[src/hdl/assert_macros.svh]
// Assertion macros shared by the divide, modulo and power RTL.
`ifndef ASSERT_MACROS_SVH
`define ASSERT_MACROS_SVH

// Same-cycle implication, sampled on clk and disabled during rst.
`define ASSERT_IMP(label, ante, cons, msg) \
  label: assert property (@(posedge clk) disable iff (rst) (ante) |-> (cons)) \
    else $error(msg);

// Next-cycle implication, sampled on clk and disabled during rst.
`define ASSERT_NXT(label, ante, cons, msg) \
  label: assert property (@(posedge clk) disable iff (rst) (ante) |=> (cons)) \
    else $error(msg);

`endif

[src/hdl/idmp_pkg.sv]
// Package with the operation codes, status codes and sequencer states of the unit.
package idmp_pkg;

  localparam logic [1:0] MODE_DIV = 2'd0;
  localparam logic [1:0] MODE_MOD = 2'd1;
  localparam logic [1:0] MODE_POW = 2'd2;

  localparam logic [1:0] STAT_OK       = 2'd0;
  localparam logic [1:0] STAT_ZERO_DIV = 2'd1;
  localparam logic [1:0] STAT_NEG_EXP  = 2'd2;

  typedef enum logic [2:0] {
    S_IDLE,
    S_DIV,
    S_DFIN,
    S_POW,
    S_MACC,
    S_MSQ,
    S_DONE
  } state_t;

endpackage

[src/hdl/int64_div_mod_pow_unit.sv]
// Signed divide, modulo and power unit: one item in, one result item out, computed at
// WORD_WIDTH bits and sign-extended to 64. Divide and modulo run a restoring divider that
// settles one quotient bit per cycle. Power runs square-and-multiply on one shared
// half-width multiplier, one wrapped word product at a time. A zero divisor, a negative
// exponent and an unused mode skip the computation and go straight to the done state.
// The input is held off while an item is in work; a finished result sits in the output
// register, so the next item can be accepted before it is taken.
`include "assert_macros.svh"

module int64_div_mod_pow_unit #(
  parameter int WORD_WIDTH = 64
) (
  input  logic         clk,
  input  logic         rst,
  input  logic         s_tvalid,
  output logic         s_tready,
  input  logic [127:0] s_tdata,   // operand_a [63:0], operand_b [127:64]
  input  logic [1:0]   s_tuser,   // mode [1:0]
  output logic         m_tvalid,
  input  logic         m_tready,
  output logic [63:0]  m_tdata,   // result [63:0]
  output logic [1:0]   m_tuser    // status [1:0]
);
  import idmp_pkg::*;

  localparam int CW = $clog2(WORD_WIDTH);

  state_t state;
  state_t state_next;

  logic [WORD_WIDTH-1:0]        a_w;
  logic [WORD_WIDTH-1:0]        b_w;
  logic [WORD_WIDTH-1:0]        a_mag;
  logic [WORD_WIDTH-1:0]        b_mag;
  logic                         b_zero;

  logic [WORD_WIDTH-1:0]        quot;
  logic [WORD_WIDTH-1:0]        rem;
  logic [WORD_WIDTH-1:0]        ub;
  logic [CW-1:0]                cnt;
  logic                         is_mod;
  logic                         a_neg;
  logic                         q_neg;
  logic [WORD_WIDTH:0]          shifted;
  logic [WORD_WIDTH:0]          diff;
  logic                         fits;

  logic [WORD_WIDTH-1:0]        acc;
  logic [WORD_WIDTH-1:0]        base;
  logic [WORD_WIDTH-1:0]        expo;

  logic signed [WORD_WIDTH-1:0] res;
  logic [1:0]                   stat;
  logic                         out_free;

  logic                         mul_start;
  logic [WORD_WIDTH-1:0]        mul_x;
  logic [WORD_WIDTH-1:0]        mul_y;
  logic [WORD_WIDTH-1:0]        mul_prod;
  logic                         mul_done;

  idmp_mul #(
    .WORD_WIDTH(WORD_WIDTH)
  ) u_mul (
    .clk  (clk),
    .rst  (rst),
    .start(mul_start),
    .x    (mul_x),
    .y    (mul_y),
    .prod (mul_prod),
    .done (mul_done)
  );

  assign a_w    = s_tdata[WORD_WIDTH-1:0];
  assign b_w    = s_tdata[64+WORD_WIDTH-1:64];
  assign a_mag  = a_w[WORD_WIDTH-1] ? (WORD_WIDTH'(0) - a_w) : a_w;
  assign b_mag  = b_w[WORD_WIDTH-1] ? (WORD_WIDTH'(0) - b_w) : b_w;
  assign b_zero = (b_w == '0);

  // Restoring step: the partial remainder stays below the divisor, so one spare bit suffices.
  assign shifted = {rem, quot[WORD_WIDTH-1]};
  assign diff    = shifted - {1'b0, ub};
  assign fits    = (shifted >= {1'b0, ub});

  assign s_tready = (state == S_IDLE);
  assign out_free = !m_tvalid || m_tready;

  // The multiply issued from the power state is acc * base when the exponent bit is set.
  assign mul_x = ((state == S_POW) && expo[0]) ? acc : base;
  assign mul_y = base;

  always_ff @(posedge clk) begin
    if (rst) begin
      state <= S_IDLE;
    end else begin
      state <= state_next;
    end
  end

  always_comb begin
    state_next = state;
    mul_start  = 1'b0;
    unique case (state)
      S_IDLE: begin
        if (s_tvalid) begin
          unique case (s_tuser) inside
            MODE_DIV, MODE_MOD: state_next = b_zero ? S_DONE : S_DIV;
            MODE_POW:           state_next = b_w[WORD_WIDTH-1] ? S_DONE : S_POW;
            default:            state_next = S_DONE;
          endcase
        end
      end
      S_DIV: begin
        if (cnt == CW'(WORD_WIDTH - 1)) begin
          state_next = S_DFIN;
        end
      end
      S_DFIN: state_next = S_DONE;
      S_POW: begin
        if (expo == '0) begin
          state_next = S_DONE;
        end else begin
          mul_start  = 1'b1;
          state_next = expo[0] ? S_MACC : S_MSQ;
        end
      end
      S_MACC: begin
        if (mul_done) begin
          mul_start  = 1'b1;
          state_next = S_MSQ;
        end
      end
      S_MSQ: begin
        if (mul_done) begin
          state_next = S_POW;
        end
      end
      S_DONE: begin
        if (out_free) begin
          state_next = S_IDLE;
        end
      end
      default: state_next = S_IDLE;
    endcase
  end

  always_ff @(posedge clk) begin
    case (state)
      S_IDLE: begin
        if (s_tvalid) begin
          res <= '0;
          case (s_tuser) inside
            MODE_DIV, MODE_MOD: begin
              stat   <= b_zero ? STAT_ZERO_DIV : STAT_OK;
              quot   <= a_mag;
              ub     <= b_mag;
              rem    <= '0;
              cnt    <= '0;
              is_mod <= (s_tuser == MODE_MOD);
              a_neg  <= a_w[WORD_WIDTH-1];
              q_neg  <= a_w[WORD_WIDTH-1] ^ b_w[WORD_WIDTH-1];
            end
            MODE_POW: begin
              stat <= b_w[WORD_WIDTH-1] ? STAT_NEG_EXP : STAT_OK;
              acc  <= WORD_WIDTH'(1);
              base <= a_w;
              expo <= b_w;
            end
            default: begin
              stat <= STAT_OK;
            end
          endcase
        end
      end
      S_DIV: begin
        rem  <= fits ? diff[WORD_WIDTH-1:0] : shifted[WORD_WIDTH-1:0];
        quot <= {quot[WORD_WIDTH-2:0], fits};
        cnt  <= cnt + CW'(1);
      end
      S_DFIN: begin
        if (is_mod) begin
          res <= a_neg ? (WORD_WIDTH'(0) - rem) : rem;
        end else begin
          res <= q_neg ? (WORD_WIDTH'(0) - quot) : quot;
        end
      end
      S_POW: begin
        if (expo == '0) begin
          res <= acc;
        end
      end
      S_MACC: begin
        if (mul_done) begin
          acc <= mul_prod;
        end
      end
      S_MSQ: begin
        if (mul_done) begin
          base <= mul_prod;
          expo <= expo >> 1;
        end
      end
      default: begin
      end
    endcase
  end

  always_ff @(posedge clk) begin
    if (rst) begin
      m_tvalid <= 1'b0;
    end else if ((state == S_DONE) && out_free) begin
      m_tvalid <= 1'b1;
    end else if (m_tready) begin
      m_tvalid <= 1'b0;
    end
  end

  always_ff @(posedge clk) begin
    if ((state == S_DONE) && out_free) begin
      m_tdata <= 64'(res);
      m_tuser <= stat;
    end
  end

  `ASSERT_NXT(a_accept_leaves_idle, s_tvalid && s_tready, state != S_IDLE, "item not started")
  `ASSERT_IMP(a_err_zero, m_tvalid && (m_tuser != STAT_OK), m_tdata == '0, "nonzero error result")
  `ASSERT_IMP(a_mul_seq, mul_done, (state == S_MACC) || (state == S_MSQ), "stray multiply done")

endmodule

[src/hdl/idmp_mul.sv]
// Wrapping word multiplier built from one half-width multiplier that forms the partial products in turn.
`include "assert_macros.svh"

module idmp_mul #(
  parameter int WORD_WIDTH = 64
) (
  input  logic                  clk,
  input  logic                  rst,
  input  logic                  start,
  input  logic [WORD_WIDTH-1:0] x,
  input  logic [WORD_WIDTH-1:0] y,
  output logic [WORD_WIDTH-1:0] prod,
  output logic                  done
);
  import idmp_pkg::*;

  localparam int HW = (WORD_WIDTH + 1) / 2;

  localparam logic [1:0] PH_LL  = 2'd0;
  localparam logic [1:0] PH_HL  = 2'd1;
  localparam logic [1:0] PH_LH  = 2'd2;
  localparam logic [1:0] PH_END = 2'd3;

  logic [WORD_WIDTH-1:0] xr;
  logic [WORD_WIDTH-1:0] yr;
  logic [WORD_WIDTH-1:0] acc;
  logic [2*HW-1:0]       preg;
  logic [1:0]            cnt;
  logic                  busy;

  logic [HW-1:0]         ma;
  logic [HW-1:0]         mb;
  logic [2*HW-1:0]       mprod;
  logic [WORD_WIDTH-1:0] pshift;

  // Only the low word of the product is kept, so the high-by-high term drops out.
  always_comb begin
    case (cnt)
      PH_LL: begin
        ma = xr[HW-1:0];
        mb = yr[HW-1:0];
      end
      PH_HL: begin
        ma = HW'(xr[WORD_WIDTH-1:HW]);
        mb = yr[HW-1:0];
      end
      default: begin
        ma = xr[HW-1:0];
        mb = HW'(yr[WORD_WIDTH-1:HW]);
      end
    endcase
  end

  assign mprod  = ma * mb;
  assign pshift = preg[WORD_WIDTH-1:0] << HW;
  assign prod   = acc;

  always_ff @(posedge clk) begin
    if (rst) begin
      busy <= 1'b0;
      done <= 1'b0;
      cnt  <= PH_LL;
    end else begin
      done <= busy && (cnt == PH_END);
      if (start) begin
        busy <= 1'b1;
        cnt  <= PH_LL;
      end else if (busy) begin
        cnt <= cnt + 2'd1;
        if (cnt == PH_END) begin
          busy <= 1'b0;
        end
      end
    end
  end

  always_ff @(posedge clk) begin
    if (start) begin
      xr <= x;
      yr <= y;
    end
    if (busy) begin
      preg <= mprod;
      case (cnt) inside
        PH_HL:         acc <= preg[WORD_WIDTH-1:0];
        PH_LH, PH_END: acc <= acc + pshift;
        default:       acc <= acc;
      endcase
    end
  end

  `ASSERT_IMP(a_start_idle, start, !busy, "multiply started while busy")
  `ASSERT_NXT(a_done_after_last, busy && (cnt == PH_END), done && !busy, "missing multiply done")

endmodule

[config.mk]
export PLATFORM = sky130hd
export DESIGN_NAME = int64_div_mod_pow_unit
export DESIGN_NICKNAME = d
export VERILOG_FILES = /design/src/hdl/idmp_pkg.sv /design/src/hdl/int64_div_mod_pow_unit.sv /design/src/hdl/idmp_mul.sv
export VERILOG_INCLUDE_DIRS = /design/src /design/src/hdl
export SDC_FILE = /design/constraint.sdc
export NUM_CORES = 2
export LEC_CHECK = 0
export BUFFER_PORTS_ARGS = -buffer_cell sky130_fd_sc_hd__buf_2
export CAP_MARGIN = 25
export CORE_UTILIZATION = 35
export CTS_BUF_LIST = sky130_fd_sc_hd__clkbuf_8
export DETAILED_ROUTE_END_ITERATION = 16
export PLACE_DENSITY = 0.62
export SLEW_MARGIN = 10
export SYNTH_ARGS = -nofsm -noshare
export SYNTH_HDL_FRONTEND = slang
export SYNTH_SLANG_ARGS = --single-unit
[constraint.sdc]
create_clock -name clk -period 16.4 [get_ports clk]
set_input_delay 1.64 -clock clk [delete_from_list [all_inputs] [get_ports clk]]
set_output_delay 1.64 -clock clk [all_outputs]
set_load 0.005 [all_outputs]
==> run metrics <==
status=completed; cts repair resizes=0; asr flop ratio synth=0; CTS hold repair buffers=0; share of cells above drive strength 1=0.1155; port bufs=201; worst-margin pin slew=around 1.1 ns; Crit path top cell by count=fa_1; Final period util=0.6653; Final Net Count=a little under 9000; die area=approximately 210000 sq um; first-pass GRT wire length=roughly 380000 um; # clock sinks=about 790; Final Worst Setup Slack=about 5.5 ns; register area share after synthesis=0.3174; Via-to-Cell Ratio=5.476; fillers=slightly above 20000; Antenna Violating Nets Remaining=0; routability congestion estimate=between 0.9 and 1; Setup crit end kind=register; syn avg cell area=10.19 sq um; H-Tree Depth=4; Max clock buf depth=3; CP peak stage delay=~0.79 ns; Synth Cell Area=around 74000 sq um; antenna violations before repair=56; Synth top area share=0.3152; GR Util All Layers=0.2361; pre-CTS setup slack=roughly 5.7 ns; CTS tree=yes; Synth Register Bits=a little under 800; setup bufs post-CTS=0; cts bufs inserted=around 140; Crit path required time=roughly 17 ns; Die W=~460 um; fin. max-slew vios=0; FMAX=0.09165 GHz; Post-synth top cells=inv_1, fa_1, edfxtp_1; Clock Skews=approximately 0.069 ns; IO Count=around 200; first-pass detailed-route iteration total=6; final hold vios=0; Slew HR=0.2570; hpwl dp=approximately 190000 um; main flop type after synthesis=edfxtp_1; WS Path Type=reg2reg; clk root buf=clkbuf_8; CP arrival=~12 ns; Synth area leader=edfxtp_1; Die Span Y=about 460 um; startpoint types=register; initial DRC count=5399; unrepaired setup endpoints after global routing=no; fin crit period=10.91 ns; vias in the first global route=between 50000 and 60000; CP max-delay cell=nor2_4; Cell variety after synth=~80; via count=about 57000; cells after synthesis=between 7000 and 8000; Row Count=168; Worst-Skew Late Latency=0.86 ns; drt drc=0; EDFF count, synth=781; Final setup viols=0; Clock transition at path regs=around 0.06 ns; count leader, synth=inv_1; Crit Path Max Fanout=35; Synth area leaders=edfxtp_1, fa_1, ha_1; core region area=210400 sq um; HP Class=reg2reg; initial core utilization=0.3536; Area growth syn-to-layout=9.595%; gr ovfl total=0; routed len/inst=around 25 um; setup TNS=0 ns; largest net degree at the start of global routing=90; post-synthesis net count=around 8700; Max Cap Viol=0; Post-Route WL=about 260000 um; synth warn=0
final timing paths:
kind / startpoint / endpoint / slack (ns) / depth (start not counted)
max: u_mul.cnt[1] / u_mul.preg[62] / 5.49 / 30
min: res[2] / m_tdata[2] / 0.42 / 0
max reg2reg: u_mul.cnt[1] / u_mul.preg[62] / 5.49 / 30
min reg2reg: res[2] / m_tdata[2] / 0.42 / 0
metal layers:
layer  wire length, um  share of wire  vias up  global-route usage
met5               214        0.00084        -                   0
met4             14250          0.056       32              0.1197
met3             22580          0.088      598             0.04772
met2            114500           0.45     2559              0.3650
met1            103800           0.41    28798              0.3136
li1                  -              -    24604                   -
state kept, by name, summed over array words and instances (netlist names):
name,count
rem,64
m_tuser,2
u_mul.cnt,2
res,64
m_tdata,64
is_mod,1
cnt,6
u_mul.prod,64
m_tvalid,1
u_mul.xr,64
u_mul.done,1
expo,64
quot,64
stat,2
state,3
q_neg,1
u_mul.busy,1
base,64
ub,64
u_mul.yr,64
acc,64
a_neg,1
u_mul.preg,64
critical path: cells and delay by family (launching register included):
kind | cells | cell delay [ns]
AND/OR/NAND/NOR | 5 | 1.67
flip-flops | 1 | 0.37
buffers and inverters | 8 | 1.66
AO/OA/AOI/OAI | 5 | 1.82
multiplexers | 1 | 0.32
adder cells (fa/ha/maj) | 10 | 4.63
XOR/XNOR | 1 | 0.10
cell type report:
cell class / count / area [sq um] / share of cell area
diodes: 34 / 85.08 / 0.001044
well taps: 2805 / 3510 / 0.04305
clock buffers: 144 / 1982 / 0.02431
multi-input cells: 5155 / 46050 / 0.5648
flip-flops and latches: 789 / 23620 / 0.2896
repair buffers: 309 / 1933 / 0.02371
clock inverters: 102 / 619.3 / 0.007596
inverters: 997 / 3742 / 0.04590
layout by cell type, fill, tap and decap left out, types with 92 or more instances in the layout:
cell,count
inv_1,1030
fa_1,898
edfxtp_1,781
nand2_1,756
nor2_1,736
ha_1,366
o21ai_0,323
a21oi_1,271
mux2_2,253
buf_2,201
xnor2_1,197
xor2_1,190
clkbuf_8,144
buf_4,101
a21o_1,92
kinds of logic after synthesis:
kind of cell,Yosys count,synth area share
adders and majority gates,1265,0.3034
DFF,789,0.3174
AOI/OAI and AO/OA,1081,0.09146
xor gates and xnor gates,387,0.04556
and+or+nand+nor,2103,0.1264
muxes,319,0.04718
buffers and inverters,1358,0.06864
stage by stage:
stage          area, sq um  cells  hold slack (ns)    util
3_5_place_dp         78740  10051           0.4045  0.3742
4_1_cts              81340  10297           0.4189  0.3866
6_report             81530  10335           0.4171  0.3875
2_1_floorplan        74390   7302           0.4003       -
3_3_place_gp         78670  10047           0.4030  0.3739
5_1_grt              81510  10328           0.4205  0.3874
Power is not shown: default switching activity piles up to over one toggle a cycle in this logic, so the estimate is an artifact.
